--- src/rtl/tke_pkg.sv ---
// Package for the touch key event tracker: sizes, sensor bit map,
// operation and register codes, and the structs shared by the modules.
// No dependencies.
package tke_pkg;

    localparam int KEY_COUNT   = 4;
    localparam int MAX_KEYS    = 8;
    localparam int KEY_IDX_W   = (KEY_COUNT > 1) ? $clog2(KEY_COUNT) : 1;
    localparam int TICK_W      = 32;
    localparam int EVENT_W     = 4;
    localparam int REG_INDEX_W = 2;
    localparam int CFG_DATA_W  = 32;

    // Sensor status bit that carries each key
    typedef logic [2:0] sensor_sel_t;
    localparam sensor_sel_t SENSOR_BIT [MAX_KEYS] = '{
        3'd0, 3'd4, 3'd1, 3'd3, 3'd2, 3'd5, 3'd6, 3'd7
    };

    // Operation codes
    localparam logic [1:0] OP_SCAN  = 2'd0;
    localparam logic [1:0] OP_QUERY = 2'd1;
    localparam logic [1:0] OP_CLEAR = 2'd2;

    // Configuration register indexes
    localparam logic [REG_INDEX_W-1:0] REG_LONG_PRESS   = 2'd0;
    localparam logic [REG_INDEX_W-1:0] REG_REPEAT_DELAY = 2'd1;
    localparam logic [REG_INDEX_W-1:0] REG_LAST_REPEAT  = 2'd2;
    localparam logic [REG_INDEX_W-1:0] REG_ESCAPE_KEY   = 2'd3;

    // Register reset values
    localparam logic [TICK_W-1:0] LONG_PRESS_RST   = 32'd2000;
    localparam logic [TICK_W-1:0] REPEAT_DELAY_RST = 32'd1000;
    localparam logic [1:0]        LAST_REPEAT_RST  = 2'd1;
    localparam logic [1:0]        ESCAPE_KEY_RST   = 2'd2;

    typedef struct packed {
        logic [TICK_W-1:0] long_press_ticks;
        logic [TICK_W-1:0] repeat_delay_ticks;
        logic [1:0]        last_repeat_key;
        logic [1:0]        escape_key;
    } cfg_t;

    typedef struct packed {
        logic [1:0]        operation;
        logic [7:0]        touch_bits;
        logic              read_ok;
        logic [TICK_W-1:0] now_ticks;
        logic              standby;
        logic [3:0]        key_index;
        logic [3:0]        clear_mask;
    } item_t;

    typedef struct packed {
        logic [KEY_COUNT-1:0][TICK_W-1:0] release_time;
        logic [KEY_COUNT-1:0]             long_flag;
        logic [KEY_COUNT-1:0]             pressed;
        logic [EVENT_W-1:0]               event_bits;
    } key_state_t;

    typedef struct packed {
        logic [EVENT_W-1:0] events;
        logic [EVENT_W-1:0] key_state;
        logic               long_press;
        logic               rearm_pulse;
        logic               wake_request;
    } result_t;

endpackage

--- src/rtl/tke_if.sv ---
// Valid/ready channel interfaces for the touch key event tracker.
// Input items and result items; depends on tke_pkg.
interface tke_in_if;
    logic                  valid;
    logic                  ready;
    logic [1:0]            operation;
    logic [7:0]            touch_bits;
    logic                  read_ok;
    logic [tke_pkg::TICK_W-1:0] now_ticks;
    logic                  standby;
    logic [3:0]            key_index;
    logic [3:0]            clear_mask;

    modport source (output valid, operation, touch_bits, read_ok, now_ticks,
                    standby, key_index, clear_mask, input ready);
    modport sink   (input valid, operation, touch_bits, read_ok, now_ticks,
                    standby, key_index, clear_mask, output ready);
endinterface

interface tke_out_if;
    logic                          valid;
    logic                          ready;
    logic [tke_pkg::EVENT_W-1:0]   events;
    logic [tke_pkg::EVENT_W-1:0]   key_state;
    logic                          long_press;
    logic                          rearm_pulse;
    logic                          wake_request;

    modport source (output valid, events, key_state, long_press, rearm_pulse,
                    wake_request, input ready);
    modport sink   (input valid, events, key_state, long_press, rearm_pulse,
                    wake_request, output ready);
endinterface

--- src/rtl/tke_cfg_regs.sv ---
// Configuration registers of the touch key event tracker.
// Plain write port; depends on tke_pkg.
module tke_cfg_regs (
    input  logic                              clk,
    input  logic                              rst_n,
    input  logic                              wr_en,
    input  logic [tke_pkg::REG_INDEX_W-1:0]   index,
    input  logic [tke_pkg::CFG_DATA_W-1:0]    data,
    output tke_pkg::cfg_t                     cfg
);
    import tke_pkg::*;

    cfg_t cfg_reg;

    always_ff @(posedge clk or negedge rst_n)
    begin
        if (!rst_n)
        begin
            cfg_reg.long_press_ticks   <= LONG_PRESS_RST;
            cfg_reg.repeat_delay_ticks <= REPEAT_DELAY_RST;
            cfg_reg.last_repeat_key    <= LAST_REPEAT_RST;
            cfg_reg.escape_key         <= ESCAPE_KEY_RST;
        end
        else if (wr_en)
        begin
            unique case (index)
                REG_LONG_PRESS:   cfg_reg.long_press_ticks   <= data[TICK_W-1:0];
                REG_REPEAT_DELAY: cfg_reg.repeat_delay_ticks <= data[TICK_W-1:0];
                REG_LAST_REPEAT:  cfg_reg.last_repeat_key    <= data[1:0];
                REG_ESCAPE_KEY:   cfg_reg.escape_key         <= data[1:0];
            endcase
        end
    end

    assign cfg = cfg_reg;

endmodule

--- src/rtl/tke_key_logic.sv ---
// Per-item key logic: next key state and result for one registered item.
// Purely combinational; depends on tke_pkg.
module tke_key_logic (
    input  tke_pkg::item_t      item,
    input  tke_pkg::cfg_t       cfg,
    input  tke_pkg::key_state_t cur,
    output tke_pkg::key_state_t nxt,
    output tke_pkg::result_t    res
);
    import tke_pkg::*;

    logic [7:0]           bits;
    logic                 stby;
    logic                 on;
    logic [TICK_W-1:0]    held;
    logic                 fast;
    logic                 query_ok;
    logic [KEY_IDX_W-1:0] qkey;
    logic                 lp;
    logic                 rearm;
    logic                 wake;

    assign bits     = item.read_ok ? item.touch_bits : 8'd0;
    assign query_ok = item.key_index < 4'(KEY_COUNT);
    assign qkey     = item.key_index[KEY_IDX_W-1:0];

    always_comb
    begin
        nxt   = cur;
        lp    = 1'b0;
        rearm = 1'b0;
        wake  = 1'b0;
        stby  = item.standby;
        on    = 1'b0;
        held  = '0;
        fast  = 1'b0;
        unique case (item.operation)
            OP_SCAN:
            begin
                // keys in index order; a wake leaves standby for later keys
                for (int i = 0; i < KEY_COUNT; i++)
                begin
                    on = bits[SENSOR_BIT[i]];
                    if (!on)
                        nxt.release_time[i] = item.now_ticks;
                    held = item.now_ticks - nxt.release_time[i];
                    nxt.long_flag[i] = held > cfg.long_press_ticks;
                    fast = (3'(i) <= {1'b0, cfg.last_repeat_key}) && on
                           && (held > cfg.repeat_delay_ticks);
                    if (on && (fast || !cur.pressed[i]))
                    begin
                        rearm = 1'b1;
                        if (stby)
                        begin
                            if (3'(i) != {1'b0, cfg.escape_key})
                            begin
                                wake = 1'b1;
                                stby = 1'b0;
                            end
                        end
                        else if (i < EVENT_W)
                        begin
                            nxt.event_bits[i % EVENT_W] = 1'b1;
                        end
                    end
                    nxt.pressed[i] = on;
                end
            end
            OP_QUERY:
            begin
                if (query_ok && cur.pressed[qkey] && cur.long_flag[qkey])
                begin
                    lp = 1'b1;
                    nxt.release_time[qkey] = '0;
                    nxt.long_flag[qkey]    = 1'b0;
                end
            end
            OP_CLEAR:
            begin
                nxt.event_bits = cur.event_bits & ~item.clear_mask;
            end
            default:
            begin
                nxt = cur;
            end
        endcase
    end

    always_comb
    begin
        res              = '0;
        res.events       = nxt.event_bits;
        res.long_press   = lp;
        res.rearm_pulse  = rearm;
        res.wake_request = wake;
        for (int i = 0; i < EVENT_W; i++)
        begin
            if (i < KEY_COUNT)
                res.key_state[i] = nxt.pressed[i % KEY_COUNT];
        end
    end

endmodule

--- src/rtl/touch_key_event_tracker.sv ---
// Top level of the touch key event tracker: input register, key state,
// result register and configuration registers.
// Depends on tke_pkg, tke_if, tke_cfg_regs and tke_key_logic.
//
//  channel   | role   | item
//  ----------+--------+-----------------------------------------------
//  in_item   | sink   | scan / query / clear request
//  out_item  | source | events, key_state, long_press, rearm, wake
//  cfg_*     | write  | four config registers, no read-back
//
// Two-stage flow: an accepted item lands in the input register; once the
// result slot is free, the key logic updates the key state and loads the
// result register. One item per cycle sustained while results are taken.
// The input register advances whenever the result register is empty or
// being taken; a waiting result stalls the input only once the input
// register also holds an item.
// rst_n clears all key state, pending events and valid flags, and loads
// the config registers with their defaults.
module touch_key_event_tracker (
    input  logic                              clk,
    input  logic                              rst_n,
    tke_in_if.sink                            in_item,
    tke_out_if.source                         out_item,
    input  logic                              cfg_wr_en,
    input  logic [tke_pkg::REG_INDEX_W-1:0]   cfg_index,
    input  logic [tke_pkg::CFG_DATA_W-1:0]    cfg_data
);
    import tke_pkg::*;

    cfg_t       cfg;
    item_t      item_reg;
    logic       item_valid_reg;
    key_state_t state_reg;
    key_state_t state_next;
    result_t    result_reg;
    result_t    result_next;
    logic       out_valid_reg;
    logic       advance;
    logic       in_fire;

    tke_cfg_regs u_cfg (
        .clk   (clk),
        .rst_n (rst_n),
        .wr_en (cfg_wr_en),
        .index (cfg_index),
        .data  (cfg_data),
        .cfg   (cfg)
    );

    tke_key_logic u_logic (
        .item (item_reg),
        .cfg  (cfg),
        .cur  (state_reg),
        .nxt  (state_next),
        .res  (result_next)
    );

    // item in input register moves on when the result slot frees up
    assign advance        = item_valid_reg && (!out_valid_reg || out_item.ready);
    assign in_item.ready  = !item_valid_reg || advance;
    assign in_fire        = in_item.valid && in_item.ready;

    always_ff @(posedge clk or negedge rst_n)
    begin
        if (!rst_n)
        begin
            item_valid_reg <= 1'b0;
            out_valid_reg  <= 1'b0;
            state_reg      <= '0;
        end
        else
        begin
            if (in_fire)
                item_valid_reg <= 1'b1;
            else if (advance)
                item_valid_reg <= 1'b0;

            if (advance)
            begin
                out_valid_reg <= 1'b1;
                state_reg     <= state_next;
            end
            else if (out_item.ready)
            begin
                out_valid_reg <= 1'b0;
            end
        end
    end

    // payload registers, no reset needed
    always_ff @(posedge clk)
    begin
        if (in_fire)
        begin
            item_reg.operation  <= in_item.operation;
            item_reg.touch_bits <= in_item.touch_bits;
            item_reg.read_ok    <= in_item.read_ok;
            item_reg.now_ticks  <= in_item.now_ticks;
            item_reg.standby    <= in_item.standby;
            item_reg.key_index  <= in_item.key_index;
            item_reg.clear_mask <= in_item.clear_mask;
        end
        if (advance)
            result_reg <= result_next;
    end

    assign out_item.valid        = out_valid_reg;
    assign out_item.events       = result_reg.events;
    assign out_item.key_state    = result_reg.key_state;
    assign out_item.long_press   = result_reg.long_press;
    assign out_item.rearm_pulse  = result_reg.rearm_pulse;
    assign out_item.wake_request = result_reg.wake_request;

    // a wake only comes from a detected press
    a_wake_needs_rearm: assert property (@(posedge clk) disable iff (!rst_n)
        out_item.valid && out_item.wake_request |-> out_item.rearm_pulse)
        else $error("wake without rearm");

    // a query answer never comes with scan flags
    a_query_excl: assert property (@(posedge clk) disable iff (!rst_n)
        out_item.valid && out_item.long_press
        |-> !out_item.rearm_pulse && !out_item.wake_request)
        else $error("long press together with scan flags");

    // only a scan changes which keys are pressed
    a_pressed_scan_only: assert property (@(posedge clk) disable iff (!rst_n)
        advance && (item_reg.operation != OP_SCAN) |=> $stable(state_reg.pressed))
        else $error("pressed keys changed outside a scan");

    // a held item stays put while the result slot is blocked
    a_hold_item: assert property (@(posedge clk) disable iff (!rst_n)
        item_valid_reg && !advance |=> item_valid_reg && $stable(item_reg))
        else $error("input register lost an item");

endmodule

--- src/flat_wrapper.sv ---
// flat-port wrapper written by rule: the top's interface ports become plain ports
module touch_key_event_tracker_flat import tke_pkg::*;
  (clk, rst_n, cfg_wr_en, cfg_index, cfg_data, in_item_valid, in_item_operation, in_item_touch_bits, in_item_read_ok, in_item_now_ticks, in_item_standby, in_item_key_index, in_item_clear_mask, in_item_ready, out_item_valid, out_item_events, out_item_key_state, out_item_long_press, out_item_rearm_pulse, out_item_wake_request, out_item_ready);
  tke_in_if in_item_i ();
  tke_out_if out_item_i ();
  input  logic clk;
  input  logic rst_n;
  input  logic cfg_wr_en;
  input  logic [tke_pkg::REG_INDEX_W-1:0] cfg_index;
  input  logic [tke_pkg::CFG_DATA_W-1:0] cfg_data;
  input wire logic [$bits(in_item_i.valid)-1:0] in_item_valid;
  input wire logic [$bits(in_item_i.operation)-1:0] in_item_operation;
  input wire logic [$bits(in_item_i.touch_bits)-1:0] in_item_touch_bits;
  input wire logic [$bits(in_item_i.read_ok)-1:0] in_item_read_ok;
  input wire logic [$bits(in_item_i.now_ticks)-1:0] in_item_now_ticks;
  input wire logic [$bits(in_item_i.standby)-1:0] in_item_standby;
  input wire logic [$bits(in_item_i.key_index)-1:0] in_item_key_index;
  input wire logic [$bits(in_item_i.clear_mask)-1:0] in_item_clear_mask;
  output wire logic [$bits(in_item_i.ready)-1:0] in_item_ready;
  output wire logic [$bits(out_item_i.valid)-1:0] out_item_valid;
  output wire logic [$bits(out_item_i.events)-1:0] out_item_events;
  output wire logic [$bits(out_item_i.key_state)-1:0] out_item_key_state;
  output wire logic [$bits(out_item_i.long_press)-1:0] out_item_long_press;
  output wire logic [$bits(out_item_i.rearm_pulse)-1:0] out_item_rearm_pulse;
  output wire logic [$bits(out_item_i.wake_request)-1:0] out_item_wake_request;
  input wire logic [$bits(out_item_i.ready)-1:0] out_item_ready;
  assign in_item_i.valid = in_item_valid;
  assign in_item_i.operation = in_item_operation;
  assign in_item_i.touch_bits = in_item_touch_bits;
  assign in_item_i.read_ok = in_item_read_ok;
  assign in_item_i.now_ticks = in_item_now_ticks;
  assign in_item_i.standby = in_item_standby;
  assign in_item_i.key_index = in_item_key_index;
  assign in_item_i.clear_mask = in_item_clear_mask;
  assign in_item_ready = in_item_i.ready;
  assign out_item_valid = out_item_i.valid;
  assign out_item_events = out_item_i.events;
  assign out_item_key_state = out_item_i.key_state;
  assign out_item_long_press = out_item_i.long_press;
  assign out_item_rearm_pulse = out_item_i.rearm_pulse;
  assign out_item_wake_request = out_item_i.wake_request;
  assign out_item_i.ready = out_item_ready;
  touch_key_event_tracker u_core (.clk(clk), .rst_n(rst_n), .in_item(in_item_i), .out_item(out_item_i), .cfg_wr_en(cfg_wr_en), .cfg_index(cfg_index), .cfg_data(cfg_data));
endmodule
--- config.mk ---
export PLATFORM = sky130hd
export DESIGN_NAME = touch_key_event_tracker_flat
export DESIGN_NICKNAME = d
export VERILOG_FILES = /design/src/rtl/tke_pkg.sv /design/src/rtl/tke_if.sv /design/src/rtl/tke_cfg_regs.sv /design/src/rtl/tke_key_logic.sv /design/src/rtl/touch_key_event_tracker.sv /design/src/flat_wrapper.sv
export SDC_FILE = /design/constraint.sdc
export NUM_CORES = 1
export LEC_CHECK = 0
export CAP_MARGIN = 15
export CORE_ASPECT_RATIO = 1.75
export CORE_MARGIN = 1.5
export CORE_UTILIZATION = 45
export DETAILED_ROUTE_END_ITERATION = 7
export DONT_BUFFER_PORTS = 1
export GPL_ROUTABILITY_DRIVEN = 1
export GPL_TIMING_DRIVEN = 0
export PLACE_DENSITY = 0.6
export SLEW_MARGIN = 20
export SYNTH_ARGS = -nofsm -noshare
export SYNTH_HDL_FRONTEND = slang
export SYNTH_SLANG_ARGS = --single-unit
--- constraint.sdc ---
create_clock -name clk -period 8.61 [get_ports clk]
set_input_delay 0.861 -clock clk [delete_from_list [all_inputs] [get_ports clk]]
set_output_delay 0.861 -clock clk [all_outputs]
set_load 0.03 [all_outputs]
==> summary.md, run 1 <==
| Metric | Value |
|---|---|
| R2R Path Start | u_core.item_reg[41]$_DFFE_PP_ |
| Comb power frac | 50.2% |
| IO buf count | 0 |
| Clk_lat worst skew | 630 ps |
| Vias per cell | 6.04 |
| Data required, critical path | 8970 ps |
| Top cell by count, worst path | o21ai_0 |
| Slowest-stage cell, CP | a31oi_1 |
| Number of global-route vias before repair | 19200 |
| Top-count cell post-synth | ha_1 |
| HPWL after detailed placement | 67200 um |
| Sw frac | 42.6% |
| Post-synth top area share | 21.5% |
| Final worst path period share | 96.0% |
| Seq/Total Area, Yosys | 30.9% |
| Sw power | 2.72 mW |
| Max Slew Vio Count | 0 |
| CTS Buf Count | 31 |
| Layout cells sized above 1 | 5.90% |
| Final min period | 8260 ps |
| Hold Crit Class | primary input to asynchronous set/reset pin |
| Root buf cell | clkbuf_16 |
| Post-synth cell types | 85 |
| Max IR drop VDD | 0.000202 V |
| Row Count | 109 |
| Critical Path, Cell by Cell | buf_6 -> nand2_1 -> clkbuf_2 -> mux2i_1 -> ha_1 -> and2_1 -> o311ai_0 -> a31oi_1 -> o21ai_0 -> a31oi_1 -> o2111ai_1 -> a21oi_1 -> o21bai_1 -> mux2i_1 -> a2111oi_1 -> ha_1 -> nand4_1 -> o21bai_1 -> and4b_1 -> o21ai_0 -> o21ai_0 -> nand2b_1 -> nor3_1 -> nor4_1 |
| Core area | 50300 um2 |
| Ranking of synthesized cells by area | dfrtp_1 (22%), ha_1 (21%), edfxtp_1 (7.8%), o21ai_0 (5.2%), mux2i_1 (5.1%) |
| Layout overhead on the synthesized area | 8.67% |
| Lkg Pwr | 11.8 nW |
| Gpl congestion | 0.985 |
| DRT antenna net count | 0 |
| CTS H-tree lvls | 1 |
| Clock sink total | 269 |
| CTS tree | done |
| Max-cap viol count | 0 |
| Final #Nets | 2954 |
| Kind of critical path | flip-flop to flip-flop |
| Largest area contributor in the netlist | dfrtp_1 |
| Die W | 173 um |
| Die footprint | 52100 um2 |
| Max FFs per register | 140 |
| Data arrival, critical path | 8620 ps |
| Outcome | finished, final reports clean |
| Finished Core Util | 49.3% |
| Max Fanout on Critical Path | 10 |
| Critical Path Max Stage Delay | 770 ps |
| FFs w/ async S/R, synth | 78.1% |
| Hold Violations, Final | 0 |
| Slew @ Worst Pin | 1180 ps |
| Clk pwr share | 21.8% |
| First-iteration detailed-routing DRC count | 1418 |
| Pin count of the biggest net entering global routing | 197 |
| DR WL/cell | 26.1 um |
| RSZ-0062 raised after global routing | false |
| DRC errors left | 0 |
| Layout Skew | 26.6 ps |
| CP Launch Point | u_core.item_reg[41]$_DFFE_PP_ |
| Synth cell count leaders | ha_1 (375), nand2_1 (239), o21ai_0 (235), dfrtp_1 (196), a21oi_1 (151) |
| Initial antenna violation count | 1 |
| First-pass GRT wire length | 121000 um |
| Dpl ws | -130 ps |
| GRT Residual Overflow | 0 |
| Cell Area, Synth | 22800 um2 |
| Starting density of the core | 45.3% |
| Cell Int Power | 3.66 mW |
| CP Capture Type | flip-flop |
| Routed via count | 19200 |
| Clk buf depth | 3 |
| Chip Height | 301 um |
| Buffer count from post-CTS setup fixing | 0 |
| Top Ports | 104 |
| Ys flop type | dfrtp_1 |
| Warnings from Yosys | 0 |
| CP Launch Type | flip-flop |
| Synthesis-stage register bit count | 269 |
| Syn nets | 2917 |
| 1st-pass router iterations | 6 |
| Clock Pin Slew Worst Setup and Hold Paths | 60 ps |
| EDFF count, synth | 59 |
| Reg power frac | 28.0% |
| Min setup slack post-route | 346 ps |
| GRT Total Usage | 31.7% |
| Max Freq | 0.121 GHz |
| Avg Synthesized Cell Area | 9.32 um2 |
| Post-Syn Instances | 2448 |
| Setup violations, final | 0 |
| Power per cell area | 257 nW/um2 |
| Fillers | 4728 |
| Worst slew margin | 21.2% |
| Final WL | 83000 um |
==> metal layers <==
metal / global-route usage, % / routed length (um) / part of all wire, %
met3: 3.99 / 3620 / 4.4
met4: 28.7 / 8720 / 11
met2: 57.0 / 41400 / 50
met5: 0 / 0 / 0
met1: 32.1 / 29200 / 35
==> worst max-delay path, delay by kind of cell (launching register included) <==
family | cells | cell delay, ps
flops | 1 | 410
fa+ha+maj | 2 | 770
mux | 2 | 350
compound gates | 11 | 4300
buf+inv | 2 | 730
simple gates | 7 | 1390
==> power by group through the flow <==
stage / clock, mW / sequential [mW] / combinational (mW)
final: 1.39 / 1.79 / 3.20
after CTS: 1.42 / 1.79 / 3.19
after detailed placement: 0 / 1.81 / 3.14
after floorplan: 0 / 1.74 / 2.24
after global placement: 0 / 1.80 / 3.06
after global routing: 1.47 / 1.82 / 3.59
==> path summary, 6_finish.rpt <==
path,end,slack (ps),cells past startpoint
worst max-delay path,u_core.out_item.wake_request$_SDFFCE_PN0P_,350,24
worst max register to register,u_core.out_item.wake_request$_SDFFCE_PN0P_,350,24
worst min register to register,u_core.state_reg[71]$_DFFE_PN0P_,480,2
max in group asynchronous,u_core.state_reg[134]$_DFFE_PN0P_,7470,2
min in group clk,u_core.item_reg[41]$_DFFE_PP_,320,0
worst min-delay path,u_core.u_cfg.cfg[43]$_DFFE_PN1P_,70,0
==> cell usage in the layout, fill, tap and decap left out, types with 6 or more instances in the layout <==
cell and count:
and4_1 6, o211ai_1 15, edfxtp_1 59, nor3_1 31, xnor2_1 79, xor2_1 37, dfrtp_1 196, nand3b_1 6
clkinv_2 8, nand3_1 46, or2_2 9, a22o_1 16, o21bai_1 24, mux2_2 40, nand2b_1 31, a211oi_1 21
o21a_1 37, clkbuf_2 6, o21ai_0 234, a21oi_1 151, clkbuf_16 31, nor2b_1 45, or3_1 8, mux2i_1 116
a221o_1 7, inv_1 112, clkbuf_1 55, nor2_1 97, a211o_1 7, nand2_1 238, ha_1 375, and3_1 23
dfstp_2 14, a21o_1 129, a31oi_1 15, nand4_1 59
==> kinds of logic (layout without fill, tap and decap cells) <==
| kind of cell | count (synthesis) | in the layout | share of synthesized area, % |
|---|---|---|---|
| AOI/OAI and AO/OA | 726 | 726 | 20.4 |
| xor gates and xnor gates | 116 | 116 | 4.45 |
| adders and majority gates | 381 | 381 | 21.0 |
| buffers and inverters | 173 | 235 | 2.89 |
| DFF | 269 | 269 | 30.9 |
| muxes | 156 | 156 | 7.06 |
| other | 0 | 1 | 0 |
| and+or+nand+nor | 627 | 627 | 13.3 |
==> area by class of cell <==
cell class              count  area, um2  share of cell area (%)
multi-input cells        2006      15100                    61.0
repair buffers              4       82.6                   0.333
well taps                 666        833                    3.36
clock inverters            23        241                   0.974
plain buffers              61        246                   0.994
flip-flops and latches    269       7040                    28.4
inverters                 112        420                    1.70
diodes                      1       2.50                  0.0101
clock buffers              35        791                    3.19
==> repair_timing <==
item | 4_1_cts | 5_1_grt
setup endpoints to repair | 2 | 5
hold buffers | 1 | 0
endpoints found under the hold margin | 196 | 0
cloned | 0 | 0
resized for setup | 3 | 12
==> through the flow <==
stage / setup TNS, ps / hold WS, ps / instances / area (um2) / total power, mW
floorplan: 0 / 449 / 2448 / 22800 / 3.98
global placement: -76.4 / 462 / 3114 / 23600 / 4.86
detailed placement: -130 / 469 / 3116 / 23700 / 4.95
CTS: 0 / 39.5 / 3175 / 24700 / 6.39
global route: 0 / 56.8 / 3177 / 24800 / 6.87
finish: 0 / 75.0 / 3177 / 24800 / 6.38
No activity file was read; power rests on OpenSTA's default activity.
==> run 2: changes to the inputs <==
--- a/config.mk
+++ b/config.mk
@@ -6,7 +6,6 @@
 export NUM_CORES = 1
 export LEC_CHECK = 0
 export CAP_MARGIN = 15
-export CORE_ASPECT_RATIO = 1.75
 export CORE_MARGIN = 1.5
 export CORE_UTILIZATION = 45
 export DETAILED_ROUTE_END_ITERATION = 7
==> run 2 against run 1 <==
Wire length shrank 6.5%. Critical path type unchanged. Non-clock buffer count grew 2. Cell count grew 0.54%.
==> summary.md, run 2 (synthesized netlist as in run 1, its figures left out) <==
| Metric | Value |
|---|---|
| Root buf cell | clkbuf_16 |
| Layout overhead on the synthesized area | 10.0% |
| Final hold slack | 136 ps |
| IO buf count | 0 |
| Final worst path period share | 96.7% |
| First-iteration detailed-routing DRC count | 1570 |
| Clk pwr share | 25.0% |
| Core area | 50100 um2 |
| Max-cap viol count | 0 |
| Reg2Reg Depth | 24 |
| Max IR drop VDD | 0.000138 V |
| Power per cell area | 263 nW/um2 |
| HPWL after detailed placement | 61200 um |
| First-pass GRT wire length | 116000 um |
| Final #Nets | 2962 |
| CTS tree | done |
| Gpl congestion | 0.944 |
| GRT Residual Overflow | 0 |
| Data required, critical path | 8910 ps |
| Top Ports | 104 |
| Final min period | 8330 ps |
| Sw frac | 40.8% |
| Die W | 228 um |
| Setup Total Neg Slack | 0 ps |
| Comb power frac | 48.0% |
| Cell Int Power | 3.91 mW |
| Hold Crit Class | primary input to asynchronous set/reset pin |
| Data arrival, critical path | 8630 ps |
| 1st-pass router iterations | 6 |
| Clock Pin Slew Worst Setup and Hold Paths | 60 ps |
| Number of global-route vias before repair | 18800 |
| Max Slew Vio Count | 0 |
| Routed via count | 19300 |
| RSZ-0062 raised after global routing | false |
| Flop-to-flop setup slack | 280 ps |
| CP Capture Type | flip-flop |
| Setup violations, final | 0 |
| Ant diodes | 0 |
| Reg power frac | 27.1% |
| Fillers | 4696 |
| Sw power | 2.70 mW |
| GRT Total Usage | 29.6% |
| Pin count of the biggest net entering global routing | 90 |
| Commonest non-fill, non-tap cell in the layout | ha_1 |
| Kind of critical path | flip-flop to flip-flop |
| DR WL/cell | 24.3 um |
| R2R Path Start | u_core.item_reg[41]$_DFFE_PP_ |
| DRC errors left | 0 |
| Slew @ Worst Pin | 1110 ps |
| Lkg Pwr | 12.0 nW |
| Finished Core Util | 50.1% |
| Clock sink total | 269 |
| CTS H-tree lvls | 2 |
| Worst slew margin | 25.3% |
| Clk_lat worst skew | 570 ps |
| DRT antenna net count | 0 |
| Reg2reg end | u_core.out_item.wake_request$_SDFFCE_PN0P_ |
| Chip Height | 228 um |
| CP Launch Type | flip-flop |
| Vias per cell | 6.05 |
| Max Fanout on Critical Path | 10 |
| Clk buf depth | 3 |
| Hold Violations, Final | 0 |
| Outcome | finished, final reports clean |
| Most frequent cells in the layout | ha_1 (375), nand2_1 (238), o21ai_0 (235) |
| Final WL | 77600 um |
| CTS Buf Count | 37 |
| Initial antenna violation count | 1 |
| Starting density of the core | 45.6% |
| Row Count | 82 |
| Die footprint | 52100 um2 |
| Layout cells sized above 1 | 6.38% |
| Max Freq | 0.120 GHz |
| Layout Skew | 21.9 ps |
| Max FFs per register | 140 |
[run 2: worst max path at each step]
stage / from / to / slack [ps] / cells after the start
4_1_cts: u_core.item_reg[41]$_DFFE_PP_ / u_core.out_item.wake_request$_SDFFCE_PN0P_ / 60 / 24
6_report: u_core.item_reg[41]$_DFFE_PP_ / u_core.out_item.wake_request$_SDFFCE_PN0P_ / 280 / 24
5_1_grt: u_core.item_reg[41]$_DFFE_PP_ / u_core.out_item.events[3]$_DFFE_PP_ / 2 / 24
2_1_floorplan: u_core.item_reg[42]$_DFFE_PP_ / u_core.out_item.events[3]$_DFFE_PP_ / 2570 / 27
3_3_place_gp: u_core.item_reg[42]$_DFFE_PP_ / u_core.out_item.events[3]$_DFFE_PP_ / -200 / 24
3_5_place_dp: u_core.item_reg[41]$_DFFE_PP_ / u_core.out_item.wake_request$_SDFFCE_PN0P_ / 110 / 24
[run 2: through the flow]
stage	area (um2)	power, mW	std cells	setup slack, ps
after floorplan	22800	3.98	2448	2570
after global placement	23700	4.77	3120	-202
after detailed placement	23700	4.88	3123	114
after CTS	25100	6.59	3194	63.0
after global routing	25100	7.09	3194	2.07
final	25100	6.61	3194	281
[run 2: final cells by class]
type | instances | area (um2) | area share, %
repair buffers | 6 | 114 | 0.454
inverters | 112 | 420 | 1.68
flip-flops and latches | 269 | 7040 | 28.1
multi-input cells | 2006 | 15100 | 60.3
plain buffers | 61 | 253 | 1.01
clock buffers | 50 | 1020 | 4.08
well taps | 672 | 841 | 3.35
clock inverters | 18 | 279 | 1.11
[run 2: critical path: stages, from the launching register on]
cell and delay (ps):
edfxtp_1 420, buf_6 190, nand2_1 420, clkbuf_2 490
mux2i_1 390, ha_1 280, o21a_1 140, o311ai_0 270
a31oi_1 460, o21ai_0 260, a31oi_1 480, o2111ai_1 370
a21oi_1 590, o21bai_1 200, mux2i_1 160, a2111oi_1 710
ha_1 250, nand4_1 160, or3_1 490, o311ai_0 500
a21oi_1 140, o21ai_0 310, nand2b_1 150, nor3_1 160
nor4_1 70
[run 2: per-layer routing]
metal  GRT usage [%]  wire [um]  vias up  share of wire (%)
met5               0         10        -              0.013
met4            9.91       2600        2                3.4
met3            6.93       5910      119                7.6
met2            46.5      34100      624                 44
met1            39.9      35000     9410                 45
li1                -          -     9180                  -
[run 2: power by group through the flow]
stage	Clock (mW)	Sequential (mW)	Combinational, mW
6_report	1.65	1.79	3.17
5_1_grt	1.73	1.82	3.54
4_1_cts	1.68	1.79	3.12
3_5_place_dp	0	1.81	3.07
3_3_place_gp	0	1.80	2.98
2_1_floorplan	0	1.74	2.24
[run 2: what timing repair did]
action	4_1_cts	5_1_grt
resized for setup	0	22
setup endpoints to repair	0	10
hold endpoints to repair	89	0
hold buffers	3	0
buffers inserted	0	0
